<file path="config.mk">
export PLATFORM = sky130hd
export DESIGN_NAME = ndcg_list_scorer_flat
export DESIGN_NICKNAME = d
export VERILOG_FILES = /design/src/hw/rtl/ndcg_pkg.sv /design/src/hw/rtl/ndcg_req_if.sv /design/src/hw/rtl/ndcg_rsp_if.sv /design/src/hw/rtl/ndcg_divider.sv /design/src/hw/rtl/ndcg_list_scorer.sv /design/src/flat_wrapper.sv
export SDC_FILE = /design/constraint.sdc
export NUM_CORES = 1
export LEC_CHECK = 0
export BUFFER_PORTS_ARGS = -buffer_cell sky130_fd_sc_hd__buf_4
export CORE_MARGIN = 2
export CORE_UTILIZATION = 30
export CTS_CLUSTER_SIZE = 25
export DETAILED_ROUTE_END_ITERATION = 10
export HOLD_SLACK_MARGIN = 0.02
export PLACE_DENSITY = 0.48
export SLEW_MARGIN = 20
export SYNTH_ARGS = -nofsm -noshare
export SYNTH_HDL_FRONTEND = slang
export SYNTH_SLANG_ARGS = --single-unit
export TNS_END_PERCENT = 10
</file>
<file path="constraint.sdc">
create_clock -name clock -period 9.95 [get_ports clock]
set_clock_uncertainty 0.15 [all_clocks]
set_input_delay 1.99 -clock clock [delete_from_list [all_inputs] [get_ports clock]]
set_output_delay 1.99 -clock clock [all_outputs]
set_load 0.05 [all_outputs]
</file>
<file path="src/hw/rtl/ndcg_pkg.sv">
// Shared constants, state encoding and the discount table function of the NDCG scorer.
`default_nettype none

package ndcg_pkg;

   localparam int GRADE_W = 4;
   localparam int SCORE_W = 17;
   localparam int DISC_W  = 17;
   localparam int SUM_W   = 40;

   typedef enum logic [2:0] {
      ST_IDLE,
      ST_TERM,
      ST_ADD,
      ST_WALK,
      ST_CHECK,
      ST_DIV,
      ST_FINISH
   } state_type;

   // Discount 1/log2(p+2) in Q1.16, rounded to nearest with ties upward.
   // The log2 is taken bit by bit through repeated squaring, truncated to Q.16.
   function automatic logic [DISC_W-1:0] disc_of(input int p);
      logic [31:0] n;
      logic [31:0] t;
      logic [31:0] k;
      logic [31:0] log_q;
      logic [63:0] x;
      logic [63:0] l;
      logic [63:0] num;
      logic [63:0] rem;
      logic [33:0] quo;
      n = 32'(p + 2);
      t = n;
      k = '0;
      while (t > 32'd1) begin
         t = t >> 1;
         k = k + 32'd1;
      end
      x = 64'(n) << (32'd30 - k);
      log_q = k << 16;
      for (int i = 15; i >= 0; i--) begin
         x = (x * x) >> 30;
         if (x >= 64'h8000_0000) begin
            x = x >> 1;
            log_q[i] = 1'b1;
         end
      end
      l = 64'(log_q);
      num = (64'd1 << 32) + (l >> 1);
      rem = '0;
      quo = '0;
      for (int i = 33; i >= 0; i--) begin
         rem = {rem[62:0], num[i]};
         if (rem >= l) begin
            rem = rem - l;
            quo[i] = 1'b1;
         end
      end
      return DISC_W'(quo);
   endfunction

endpackage

`default_nettype wire

</file>
<file path="src/hw/rtl/ndcg_req_if.sv">
// Ready/valid channel that carries one ranked grade item into the scorer.
`default_nettype none

interface ndcg_req_if;
   import ndcg_pkg::*;

   logic               valid;
   logic               ready;
   logic [GRADE_W-1:0] grade;
   logic               is_last;

   modport source (output valid, output grade, output is_last, input ready);
   modport sink   (input valid, input grade, input is_last, output ready);
endinterface

`default_nettype wire

</file>
<file path="src/hw/rtl/ndcg_rsp_if.sv">
// Ready/valid channel that carries one list score item out of the scorer.
`default_nettype none

interface ndcg_rsp_if;
   import ndcg_pkg::*;

   logic               valid;
   logic               ready;
   logic [SCORE_W-1:0] score;
   logic               overflowed;

   modport source (output valid, output score, output overflowed, input ready);
   modport sink   (input valid, input score, input overflowed, output ready);
endinterface

`default_nettype wire

</file>
<file path="src/hw/rtl/ndcg_divider.sv">
// Restoring divider that produces one quotient bit of DCG/IDCG per cycle.
`default_nettype none

module ndcg_divider #(
   parameter int FRAC_BITS = 16
) (
   input  logic                          clock,
   input  logic                          reset,
   input  logic                          start,
   input  logic [ndcg_pkg::SUM_W-1:0]    dividend,
   input  logic [ndcg_pkg::SUM_W-1:0]    divisor,
   output logic [FRAC_BITS-1:0]          quotient,
   output logic                          done
);
   import ndcg_pkg::*;

   localparam int CNT_W = $clog2(FRAC_BITS + 1);

   logic                 busy_ff, busy_in;
   logic                 done_ff, done_in;
   logic [CNT_W-1:0]     cnt_ff, cnt_in;
   logic [SUM_W-1:0]     rem_ff, rem_in;
   logic [FRAC_BITS-1:0] quo_ff, quo_in;

   logic [SUM_W:0]       shifted;
   logic [SUM_W:0]       diff;
   logic                 fits;

   // The partial remainder stays below the divisor, so its double fits in SUM_W+1 bits.
   always_comb begin
      shifted = {rem_ff, 1'b0};
      diff    = shifted - {1'b0, divisor};
      fits    = shifted >= {1'b0, divisor};
   end

   always_comb begin
      busy_in = busy_ff;
      done_in = 1'b0;
      cnt_in  = cnt_ff;
      rem_in  = rem_ff;
      quo_in  = quo_ff;
      if (start) begin
         busy_in = 1'b1;
         cnt_in  = CNT_W'(FRAC_BITS);
         rem_in  = dividend;
         quo_in  = '0;
      end else if (busy_ff) begin
         rem_in = fits ? diff[SUM_W-1:0] : shifted[SUM_W-1:0];
         quo_in = {quo_ff[FRAC_BITS-2:0], fits};
         cnt_in = cnt_ff - CNT_W'(1);
         if (cnt_ff == CNT_W'(1)) begin
            busy_in = 1'b0;
            done_in = 1'b1;
         end
      end
   end

   always_ff @(posedge clock) begin
      if (reset) begin
         busy_ff <= 1'b0;
         done_ff <= 1'b0;
         cnt_ff  <= '0;
      end else begin
         busy_ff <= busy_in;
         done_ff <= done_in;
         cnt_ff  <= cnt_in;
      end
      rem_ff <= rem_in;
      quo_ff <= quo_in;
   end

   assign quotient = quo_ff;
   assign done     = done_ff;

endmodule

`default_nettype wire

</file>
<file path="src/hw/rtl/ndcg_list_scorer.sv">
// Top level of the NDCG list scorer: load sequencer, ideal-ranking walk and score output.
`default_nettype none

// A list loads one item at a time: the item is taken, its gain times
// discount is formed by a shift and subtract, and the next item is taken while
// that term is added into the saturating DCG sum. One term unit and one adder
// serve both the DCG and the ideal DCG. On the last item the histogram of grades
// is walked from MAX_GRADE down, each counted item passing through the same term
// and add steps, then DCG is compared with IDCG and divided bit-serially
// (skipped when DCG is zero or not below IDCG), and the result is loaded into the
// output register. The score waits there until taken, and the next list can
// start loading meanwhile. Items beyond MAX_DOCS are dropped and flagged.
module ndcg_list_scorer #(
   parameter int MAX_DOCS        = 64,
   parameter int MAX_GRADE       = 15,
   parameter int SCORE_FRAC_BITS = 16
) (
   input  logic              clock,
   input  logic              reset,
   ndcg_req_if.sink          req_chan,
   ndcg_rsp_if.source        rsp_chan
);
   import ndcg_pkg::*;

   localparam int POS_W  = $clog2(MAX_DOCS + 1);
   localparam int IDX_W  = (MAX_DOCS > 1) ? $clog2(MAX_DOCS) : 1;
   localparam int GR_W   = (MAX_GRADE > 1) ? $clog2(MAX_GRADE + 1) : 1;
   localparam int CMP_W  = (GR_W > GRADE_W) ? GR_W : GRADE_W;
   localparam int TERM_W = DISC_W + MAX_GRADE;
   localparam int ADD_W  = ((TERM_W > SUM_W) ? TERM_W : SUM_W) + 1;
   localparam int Q_W    = SCORE_FRAC_BITS + 1;

   logic [DISC_W-1:0] disc_rom [MAX_DOCS];

   for (genvar i = 0; i < MAX_DOCS; i++) begin : g_disc
      assign disc_rom[i] = disc_of(i);
   end

   state_type          state_ff, state_in;
   logic [POS_W-1:0]   position_ff, position_in;
   logic [SUM_W-1:0]   dcg_ff, dcg_in;
   logic [SUM_W-1:0]   idcg_ff, idcg_in;
   logic [POS_W-1:0]   hist_ff [MAX_GRADE+1];
   logic [POS_W-1:0]   hist_in [MAX_GRADE+1];
   logic               overflow_ff, overflow_in;
   logic               last_ff, last_in;
   logic               walk_ff, walk_in;
   logic [GR_W-1:0]    walk_g_ff, walk_g_in;
   logic [GR_W-1:0]    g_ff, g_in;
   logic [DISC_W-1:0]  disc_ff, disc_in;
   logic [TERM_W-1:0]  term_ff, term_in;
   logic [Q_W-1:0]     res_ff, res_in;
   logic               rsp_valid_ff, rsp_valid_in;
   logic [SCORE_W-1:0] score_ff, score_in;
   logic               rsp_ovf_ff, rsp_ovf_in;

   logic [CMP_W-1:0]   grade_ext;
   logic [GR_W-1:0]    grade_sat;
   logic               accept;
   logic               keep;
   logic [GR_W-1:0]    hist_idx;
   logic [POS_W-1:0]   hist_cur;
   logic               grade_empty;
   logic [DISC_W-1:0]  disc_sel;
   logic [SUM_W-1:0]   acc_sel;
   logic [ADD_W-1:0]   sum_wide;
   logic [SUM_W-1:0]   sum_sat;
   logic [TERM_W-1:0]  term_calc;
   logic               out_free;
   logic               trivial;

   logic               req_ready;
   logic               start_walk;
   logic               div_start;
   logic [SCORE_FRAC_BITS-1:0] div_q;
   logic               div_done;

   ndcg_divider #(
      .FRAC_BITS (SCORE_FRAC_BITS)
   ) u_divider (
      .clock    (clock),
      .reset    (reset),
      .start    (div_start),
      .dividend (dcg_ff),
      .divisor  (idcg_ff),
      .quotient (div_q),
      .done     (div_done)
   );

   always_comb begin
      grade_ext   = CMP_W'(req_chan.grade);
      grade_sat   = (grade_ext > CMP_W'(MAX_GRADE)) ? GR_W'(MAX_GRADE) : GR_W'(grade_ext);
      accept      = req_chan.valid && req_ready;
      keep        = position_ff < POS_W'(MAX_DOCS);
      hist_idx    = (state_ff == ST_WALK) ? walk_g_ff : grade_sat;
      hist_cur    = hist_ff[hist_idx];
      grade_empty = hist_cur == '0;
      disc_sel    = disc_rom[position_ff[IDX_W-1:0]];
      acc_sel     = walk_ff ? idcg_ff : dcg_ff;
      sum_wide    = ADD_W'(acc_sel) + ADD_W'(term_ff);
      sum_sat     = (sum_wide[ADD_W-1:SUM_W] != '0) ? '1 : sum_wide[SUM_W-1:0];
      // Gain 2^g - 1 times the discount is the discount shifted by g, less itself.
      term_calc   = (TERM_W'(disc_ff) << g_ff) - TERM_W'(disc_ff);
      out_free    = !rsp_valid_ff || rsp_chan.ready;
      trivial     = (dcg_ff == '0) || (dcg_ff >= idcg_ff);
   end

   // Control outputs of the sequencer.
   always_comb begin
      req_ready  = (state_ff == ST_IDLE) ||
                   ((state_ff == ST_ADD) && !walk_ff && !last_ff);
      start_walk = (accept && !keep && req_chan.is_last) ||
                   ((state_ff == ST_ADD) && !walk_ff && !accept && last_ff);
      div_start  = (state_ff == ST_CHECK) && !trivial;
   end

   // Next state.
   always_comb begin
      state_in = state_ff;
      unique case (state_ff) inside
         ST_IDLE, ST_ADD: begin
            if (state_ff == ST_ADD && walk_ff) begin
               state_in = ST_WALK;
            end else if (accept) begin
               if (keep) begin
                  state_in = ST_TERM;
               end else if (req_chan.is_last) begin
                  state_in = ST_WALK;
               end else begin
                  state_in = ST_IDLE;
               end
            end else if (state_ff == ST_ADD) begin
               state_in = last_ff ? ST_WALK : ST_IDLE;
            end
         end
         ST_TERM: begin
            state_in = ST_ADD;
         end
         ST_WALK: begin
            if (!grade_empty) begin
               state_in = ST_TERM;
            end else if (walk_g_ff == '0) begin
               state_in = ST_CHECK;
            end
         end
         ST_CHECK: begin
            state_in = trivial ? ST_FINISH : ST_DIV;
         end
         ST_DIV: begin
            if (div_done) begin
               state_in = ST_FINISH;
            end
         end
         ST_FINISH: begin
            if (out_free) begin
               state_in = ST_IDLE;
            end
         end
         default: begin
            state_in = ST_IDLE;
         end
      endcase
   end

   // Datapath next values.
   always_comb begin
      position_in  = position_ff;
      dcg_in       = dcg_ff;
      idcg_in      = idcg_ff;
      hist_in      = hist_ff;
      overflow_in  = overflow_ff;
      last_in      = last_ff;
      walk_in      = walk_ff;
      walk_g_in    = walk_g_ff;
      g_in         = g_ff;
      disc_in      = disc_ff;
      term_in      = term_ff;
      res_in       = res_ff;
      rsp_valid_in = rsp_valid_ff;
      score_in     = score_ff;
      rsp_ovf_in   = rsp_ovf_ff;

      if (rsp_valid_ff && rsp_chan.ready) begin
         rsp_valid_in = 1'b0;
      end

      if (accept) begin
         last_in = req_chan.is_last;
         if (keep) begin
            disc_in           = disc_sel;
            g_in              = grade_sat;
            hist_in[hist_idx] = hist_cur + POS_W'(1);
            position_in       = position_ff + POS_W'(1);
         end else begin
            overflow_in = 1'b1;
         end
      end

      if (start_walk) begin
         walk_in     = 1'b1;
         position_in = '0;
         walk_g_in   = GR_W'(MAX_GRADE);
      end

      case (state_ff)
         ST_TERM: begin
            term_in = term_calc;
         end
         ST_ADD: begin
            if (walk_ff) begin
               idcg_in = sum_sat;
            end else begin
               dcg_in = sum_sat;
            end
         end
         ST_WALK: begin
            // Each counted item of the current grade takes the next ideal position.
            if (!grade_empty) begin
               disc_in           = disc_sel;
               g_in              = walk_g_ff;
               hist_in[hist_idx] = hist_cur - POS_W'(1);
               position_in       = position_ff + POS_W'(1);
            end else if (walk_g_ff != '0) begin
               walk_g_in = walk_g_ff - GR_W'(1);
            end
         end
         ST_CHECK: begin
            if (dcg_ff == '0) begin
               res_in = '0;
            end else if (dcg_ff >= idcg_ff) begin
               res_in = Q_W'(1) << SCORE_FRAC_BITS;
            end
         end
         ST_DIV: begin
            if (div_done) begin
               res_in = Q_W'(div_q);
            end
         end
         ST_FINISH: begin
            if (out_free) begin
               rsp_valid_in = 1'b1;
               score_in     = SCORE_W'(res_ff);
               rsp_ovf_in   = overflow_ff;
               position_in  = '0;
               dcg_in       = '0;
               idcg_in      = '0;
               overflow_in  = 1'b0;
               last_in      = 1'b0;
               walk_in      = 1'b0;
            end
         end
         default: begin
         end
      endcase
   end

   always_ff @(posedge clock) begin
      if (reset) begin
         state_ff     <= ST_IDLE;
         position_ff  <= '0;
         dcg_ff       <= '0;
         idcg_ff      <= '0;
         overflow_ff  <= 1'b0;
         last_ff      <= 1'b0;
         walk_ff      <= 1'b0;
         rsp_valid_ff <= 1'b0;
         for (int i = 0; i <= MAX_GRADE; i++) begin
            hist_ff[i] <= '0;
         end
      end else begin
         state_ff     <= state_in;
         position_ff  <= position_in;
         dcg_ff       <= dcg_in;
         idcg_ff      <= idcg_in;
         overflow_ff  <= overflow_in;
         last_ff      <= last_in;
         walk_ff      <= walk_in;
         rsp_valid_ff <= rsp_valid_in;
         hist_ff      <= hist_in;
      end
      walk_g_ff  <= walk_g_in;
      g_ff       <= g_in;
      disc_ff    <= disc_in;
      term_ff    <= term_in;
      res_ff     <= res_in;
      score_ff   <= score_in;
      rsp_ovf_ff <= rsp_ovf_in;
   end

   assign req_chan.ready      = req_ready;
   assign rsp_chan.valid      = rsp_valid_ff;
   assign rsp_chan.score      = score_ff;
   assign rsp_chan.overflowed = rsp_ovf_ff;

endmodule

`default_nettype wire
</file>
<file path="src/flat_wrapper.sv">
// flat-port wrapper written by rule: the top's interface ports become plain ports
module ndcg_list_scorer_flat import ndcg_pkg::*;
#(
   parameter int MAX_DOCS        = 64,
   parameter int MAX_GRADE       = 15,
   parameter int SCORE_FRAC_BITS = 16
)
  (clock, reset, req_chan_valid, req_chan_grade, req_chan_is_last, req_chan_ready, rsp_chan_valid, rsp_chan_score, rsp_chan_overflowed, rsp_chan_ready);
  ndcg_req_if req_chan_i ();
  ndcg_rsp_if rsp_chan_i ();
  input  logic clock;
  input  logic reset;
  input wire logic [$bits(req_chan_i.valid)-1:0] req_chan_valid;
  input wire logic [$bits(req_chan_i.grade)-1:0] req_chan_grade;
  input wire logic [$bits(req_chan_i.is_last)-1:0] req_chan_is_last;
  output wire logic [$bits(req_chan_i.ready)-1:0] req_chan_ready;
  output wire logic [$bits(rsp_chan_i.valid)-1:0] rsp_chan_valid;
  output wire logic [$bits(rsp_chan_i.score)-1:0] rsp_chan_score;
  output wire logic [$bits(rsp_chan_i.overflowed)-1:0] rsp_chan_overflowed;
  input wire logic [$bits(rsp_chan_i.ready)-1:0] rsp_chan_ready;
  assign req_chan_i.valid = req_chan_valid;
  assign req_chan_i.grade = req_chan_grade;
  assign req_chan_i.is_last = req_chan_is_last;
  assign req_chan_ready = req_chan_i.ready;
  assign rsp_chan_valid = rsp_chan_i.valid;
  assign rsp_chan_score = rsp_chan_i.score;
  assign rsp_chan_overflowed = rsp_chan_i.overflowed;
  assign rsp_chan_i.ready = rsp_chan_ready;
  ndcg_list_scorer #(.MAX_DOCS(MAX_DOCS), .MAX_GRADE(MAX_GRADE), .SCORE_FRAC_BITS(SCORE_FRAC_BITS)) u_core (.clock(clock), .reset(reset), .req_chan(req_chan_i), .rsp_chan(rsp_chan_i));
endmodule
</file>
==> out/metrics.csv, run 1 <==
metric,value,unit
Via Count,22350,
final setup fails,0,
total negative slack,0,ps
area growth from synthesis to layout,11.24,%
number of enable flip-flop cells after synthesis,107,
register bit total from synthesis,361,
Leak,11.24,nW
via density per instance,5.367,
layout cells sized above 1,9.007,%
top-count cell post-synth,nor2_1,
clk buf depth,3,
status,completed,
Critical Path AT,6260,ps
Final nets,3158,
ys async rst share,0,%
Num Clock Sinks,361,
sequential area share after synthesis,32.62,%
critical path class,primary input to flip-flop,
clock power share,18.9,%
Starting Density,30.35,%
Tightest Hold Check Type,flip-flop to flip-flop,
startpoint types,primary input,
CTS tree,done,
Max Fclk,169.4,MHz
"Max FO, Critical Path",43,
Worst Path Required,10310,ps
die area,0.08714,mm2
setup ws final,4048,ps
final count of pins violating max slew,0,
Die W,295.2,um
Max H-tree Level,2,
core area,0.08382,mm2
Final Wtd Congestion,0.9100,
DRC,0,
Logic pwr share,54.9,%
CTS Root Cell,clkbuf_16,
Hold Fails Final Rpt,0,
PortBufs,28,
CP endpoint kind,flip-flop,
initial antenna violation count,0,
worst-margin pin slew,1084,ps
relative slew slack,27.56,%
Syn Inst Count,3054,
total grt overflow,0,
largest net degree at the start of global routing,77,
Syn Area/Cell,8.330,um2
PD cells,316.3,mW/mm2
Place WS,3059,ps
post-DP HPWL,60.38,mm
Main synth FF type,dfxtp_1,
post_cts resized,0,
final WL,83.43,mm
Iteration-0 DRC Markers,1590,
maximum vdd drop,187.4,uV
"Net Count, Synth",3217,
Detailed Routing Iterations Pass 1,5,
Mapped Area,0.02544,mm2
first-pass GRT wire length,130.0,mm
CTS Buf Count,44,
synth top area cells,"dfxtp_1 (20%), edfxtp_1 (13%), ha_1 (7.4%)",
Die H,295.2,um
cell taking the most area after synthesis,dfxtp_1,
Clock transition at path regs,60,ps
I/O pin count,29,
vias in the first global route,21280,
ANT nets after route,0,
Ys Warns,0,
RSZ-0062 raised after global routing,false,
clk_lat worst skew,590,ps
Synth top area share,19.99,%
# fillers,8923,
Tot GR Track Use,18.87,%
commonest cells in the netlist,"nor2_1 (376), nand2_1 (350), dfxtp_1 (254)",
row count,106,
# hold bufs at CTS,0,
crit share post-route,59.32,%
flop-to-flop setup slack,4570,ps
Max Cap Viol,0,
number of antenna diodes,0,
WL per Instance,20.03,um
Yosys cell types,96,
sw power,4.035,mW
sequential cell fraction of total power,26.3,%
Tmin final,5902,ps
switching share of total power,45.09,%
internal power,4.915,mW
post-CTS setup repair buffer count,0,
## placed cells by master, fill, tap and decap left out, types with 19 or more instances in the layout
cell type  Yosys  layout
a2111oi_0     21      21
a211oi_1      84      84
a21o_1        67      66
a21oi_1      208     207
a22o_1        35      35
a31oi_1       30      30
and3_1        31      31
buf_4          4      74
clkbuf_16      0      47
dfxtp_1      254     251
edfxtp_1     107     107
ha_1         151     151
inv_1        127     127
mux2_2        42      42
mux2i_1      169     168
nand2_1      350     349
nand3_1       61      61
nand4_1       25      25
nor2_1       376     371
nor2b_1       29      29
nor3_1        52      51
nor4_1        22      22
o211ai_1      19      19
o21ai_0      202     202
o31ai_1       21      21
o41ai_2       21      21
xnor2_1       63      62
xor2_1        32      31
## cell type report
type	count	area, um2	area share, %
repair buffers	75	583.1	2.060
multi-input cells	2385	15990	56.49
clock buffers	60	1295	4.576
inverters	128	480.5	1.698
flip-flops and latches	361	8302	29.34
clock inverters	22	234.0	0.8268
well taps	1134	1419	5.014
## power groups by stage
stage,clock network [mW],registers [mW],logic (mW)
6_report,1.69,2.35,4.91
5_1_grt,1.78,2.40,5.48
4_1_cts,1.74,2.36,4.92
3_5_place_dp,0,2.39,4.89
3_3_place_gp,0,2.39,4.91
2_1_floorplan,0,2.25,3.59
## logic make-up after synthesis
group           synth area share (%)
compound gates                 23.22
xor+xnor                       3.399
fa+ha+maj                      7.663
buf+inv                        4.864
flops                          32.62
mux                            10.23
simple gates                   18.01
## registers in the layout, summed over array words and instances (netlist names), 3 cells and up
name                       count
u_core.g_ff                    4
u_core.dcg_ff                 40
u_core.walk_g_ff               4
u_core.term_ff                32
u_core.u_divider.cnt_ff        5
u_core.u_divider.rem_ff       40
u_core.hist_ff               112
u_core.state_ff                3
u_core.u_divider.quotient     16
u_core.position_ff             7
u_core.disc_ff                17
u_core.rsp_chan.score         17
u_core.idcg_ff                40
u_core.res_ff                 17
## critical path, cell delays in order
cell and delay, ps:
buf_4 540, a21o_2 720, a211oi_1 190, o32ai_1 410, nor2_1 180, inv_1 90
ha_1 240, o211ai_1 120, nor4_1 390, xnor2_2 350, buf_4 350, nor2_1 70
or4_1 500, o21ai_1 80
## stage by stage
| stage | area (um2) | power (mW) | hold WS, ps | util [%] | instances |
|---|---|---|---|---|---|
| 2_1_floorplan | 25440 | 5.846 | 250.3 | - | 3054 |
| 3_3_place_gp | 26710 | 7.293 | 252.4 | 31.87 | 4082 |
| 3_5_place_dp | 26720 | 7.279 | 254.5 | 31.88 | 4082 |
| 4_1_cts | 28250 | 9.013 | 268.2 | 33.70 | 4164 |
| 5_1_grt | 28300 | 9.660 | 273.6 | 33.76 | 4165 |
| 6_report | 28300 | 8.950 | 266.5 | 33.76 | 4165 |
## final timing paths
kind | start | to | depth (start not counted)
min reg2reg | u_core.res_ff[8] | u_core.rsp_chan.score[8] | 0
max | req_chan_grade[0] | u_core.hist_ff[13] | 14
max reg2reg | u_core.state_ff[2] | u_core.hist_ff[13] | 15
min | u_core.res_ff[8] | u_core.rsp_chan.score[8] | 0
## layer usage
| layer | track usage (%) | routed length, um |
|---|---|---|
| met1 | 26.64 | 40100 |
| met5 | 0 | 0 |
| met4 | 5.584 | 2532 |
| met2 | 30.36 | 37410 |
| met3 | 1.902 | 3377 |
Note: power is estimated with default switching activity, not from simulation.
==> run 2, diff against run 1 <==
- ABC_AREA: not set -> 1
- clock period: 9.95 -> 5.6 ns (I/O delays scaled with it)
==> out/metrics.csv, run 2 <==
metric,value,unit
DRC,0,
CP endpoint kind,flip-flop,
Detailed Routing Iterations Pass 1,6,
final count of pins violating max slew,0,
Syn Inst Count,4125,
WHS,266.8,ps
crit share post-route,79.78,%
Die W,300.9,um
Critical Path AT,4780,ps
Clock transition at path regs,60,ps
first-pass GRT wire length,144.3,mm
vias in the first global route,24980,
routed length on met2,40.91,mm
clk buf depth,3,
status,completed,
CTS Root Cell,clkbuf_16,
clock power share,16.4,%
flop-to-flop setup slack,1130,ps
Logic pwr share,60.1,%
Top Metal Used,met4,
CTS Buf Count,45,
Num Clock Sinks,361,
non-filler cells in the finished layout,5273,
maximum vdd drop,304.6,uV
startpoint types,flip-flop,
Hold Fails Final Rpt,0,
largest net degree at the start of global routing,76,
synth top area cells,"dfxtp_1 (19%), nand2_1 (16%), edfxtp_1 (12%)",
"commonest non-fill, non-tap cells in the layout","nand2_1 (1156), nor2_1 (506), inv_1 (474)",
sw power,9.135,mW
CTS tree,done,
sequential cell fraction of total power,23.5,%
Synth top area share,19.23,%
"Net Count, Synth",4288,
via density per instance,4.979,
"Max FO, Critical Path",28,
DR WL met3,3.743,mm
die area,0.09052,mm2
adder-cell share of the synthesized area,7.373,%
# hold bufs at CTS,0,
post_cts resized,0,
Max Cap Viol,0,
Syn Area/Cell,6.409,um2
Placed Instances,5190,
Yosys cell types,55,
final setup fails,0,
Tmin final,4468,ps
mux cell area share after synthesis,0.1514,%
RSZ-0062 raised after global routing,false,
Max H-tree Level,2,
final WL,91.71,mm
number of antenna diodes,0,
ANT nets after route,0,
"most common cell after layout, fill and taps aside",nand2_1,
PD cells,613.8,mW/mm2
post-CTS setup repair buffer count,0,
initial antenna violation count,2,
worst-margin pin slew,1136,ps
Main synth FF type,dfxtp_1,
Final Wtd Congestion,0.9226,
register bit total from synthesis,361,
Via Count,26250,
clk_lat worst skew,610,ps
number of enable flip-flop cells after synthesis,107,
sequential area share after synthesis,31.39,%
max FFs per register,112,
commonest cells in the netlist,"nand2_1 (1158), nor2_1 (507), inv_1 (474)",
row count,108,
cell taking the most area after synthesis,dfxtp_1,
# fillers,9791,
WL met1,44.22,mm
Ys Warns,0,
Max Fclk,223.8,MHz
Leak,12.83,nW
xor-xnor portion of the synthesized cell area,2.948,%
Die H,300.9,um
layout cells sized above 1,4.468,%
top-count cell post-synth,nand2_1,
I/O pin count,29,
internal power,8.850,mW
Tot GR Track Use,20.02,%
Seq. cell area,0.008299,mm2
critical path class,flip-flop to flip-flop,
switching share of total power,50.79,%
relative slew slack,24.10,%
Synth Area in Simple Gates,31.72,%
Tightest Hold Check Type,flip-flop to flip-flop,
WL per Instance,17.39,um
overall power,17.99,mW
PortBufs,28,
Worst Path Required,5910,ps
total grt overflow,0,
Iteration-0 DRC Markers,2090,
area of the multi-input gates,0.01565,mm2
Final nets,4245,
main combinational cell family by area after synthesis,simple AND/OR/NAND/NOR gates,
core area,0.08702,mm2
total negative slack,0,ps
Starting Density,30.38,%
ys async rst share,0,%
post-DP HPWL,68.60,mm
area growth from synthesis to layout,10.83,%
Mapped Area,0.02644,mm2
Largest Register,u_core.hist_ff,
Synth Area in Compound Gates,16.92,%
-- run 2: stage by stage --
| step | cell area [um2] | util [%] | worst slack, ps |
|---|---|---|---|
| floorplan | 26440 | - | 1786 |
| global placement | 27840 | 31.99 | 813.3 |
| detailed placement | 27840 | 31.99 | 763.3 |
| CTS | 29300 | 33.67 | 1115 |
| global route | 29300 | 33.67 | 597.4 |
| finish | 29300 | 33.67 | 1132 |
-- run 2: layer usage --
metal | vias up | global-route usage, %
met5 | - | 0
met3 | 139 | 1.912
met4 | 0 | 6.124
li1 | 13440 | -
met1 | 12070 | 28.04
met2 | 609 | 32.41
-- run 2: critical path, stage by stage (launching register included) --
cell and delay [ps]:
dfxtp_1 510, nand3_4 200, o21ai_4 670, inv_2 410, nand2_1 180, nand2_1 90, nand2_1 60, nand2_1 70
nor2_2 190, ha_1 520, inv_1 600, buf_4 320, nand2_1 70, o21ai_0 80, nand2_1 70, nand2_1 70
a21oi_1 40
-- run 2: cells by family after synthesis --
logic type               count (synthesis)
AO/OA/AOI/OAI                          802
multiplexers                             4
flip-flops                             361
XOR/XNOR                                89
buffers and inverters                  654
AND/OR/NAND/NOR                       2061
adder cells (fa/ha/maj)                154
-- run 2: power groups by stage --
| stage | combinational (mW) | clock (mW) | sequential (mW) |
|---|---|---|---|
| final | 10.8 | 2.95 | 4.22 |
| after global routing | 12.1 | 3.13 | 4.30 |
| after CTS | 10.8 | 3.03 | 4.22 |
| after detailed placement | 10.7 | 0 | 4.27 |
| after global placement | 10.7 | 0 | 4.27 |
| after floorplan | 7.59 | 0 | 4.10 |
-- run 2: worst paths after layout --
check / end / depth (start not counted) / from
setup / recovery: u_core.hist_ff[71] / 16 / u_core.state_ff[1]
hold / removal: u_core.rsp_chan.score[6] / 0 / u_core.res_ff[6]
setup reg to reg: u_core.hist_ff[71] / 16 / u_core.state_ff[1]
hold reg to reg: u_core.rsp_chan.score[6] / 0 / u_core.res_ff[6]
-- run 2: layout make-up --
| cell class | count | share of cell area, % |
|---|---|---|
| Clock buffer | 60 | 4.279 |
| Clock inverter | 23 | 0.7088 |
| Inverter | 483 | 6.192 |
| Multi-Input combinational cell | 3110 | 53.41 |
| Sequential cell | 361 | 28.32 |
| Tap cell | 1155 | 4.932 |
| Timing Repair Buffer | 81 | 2.161 |
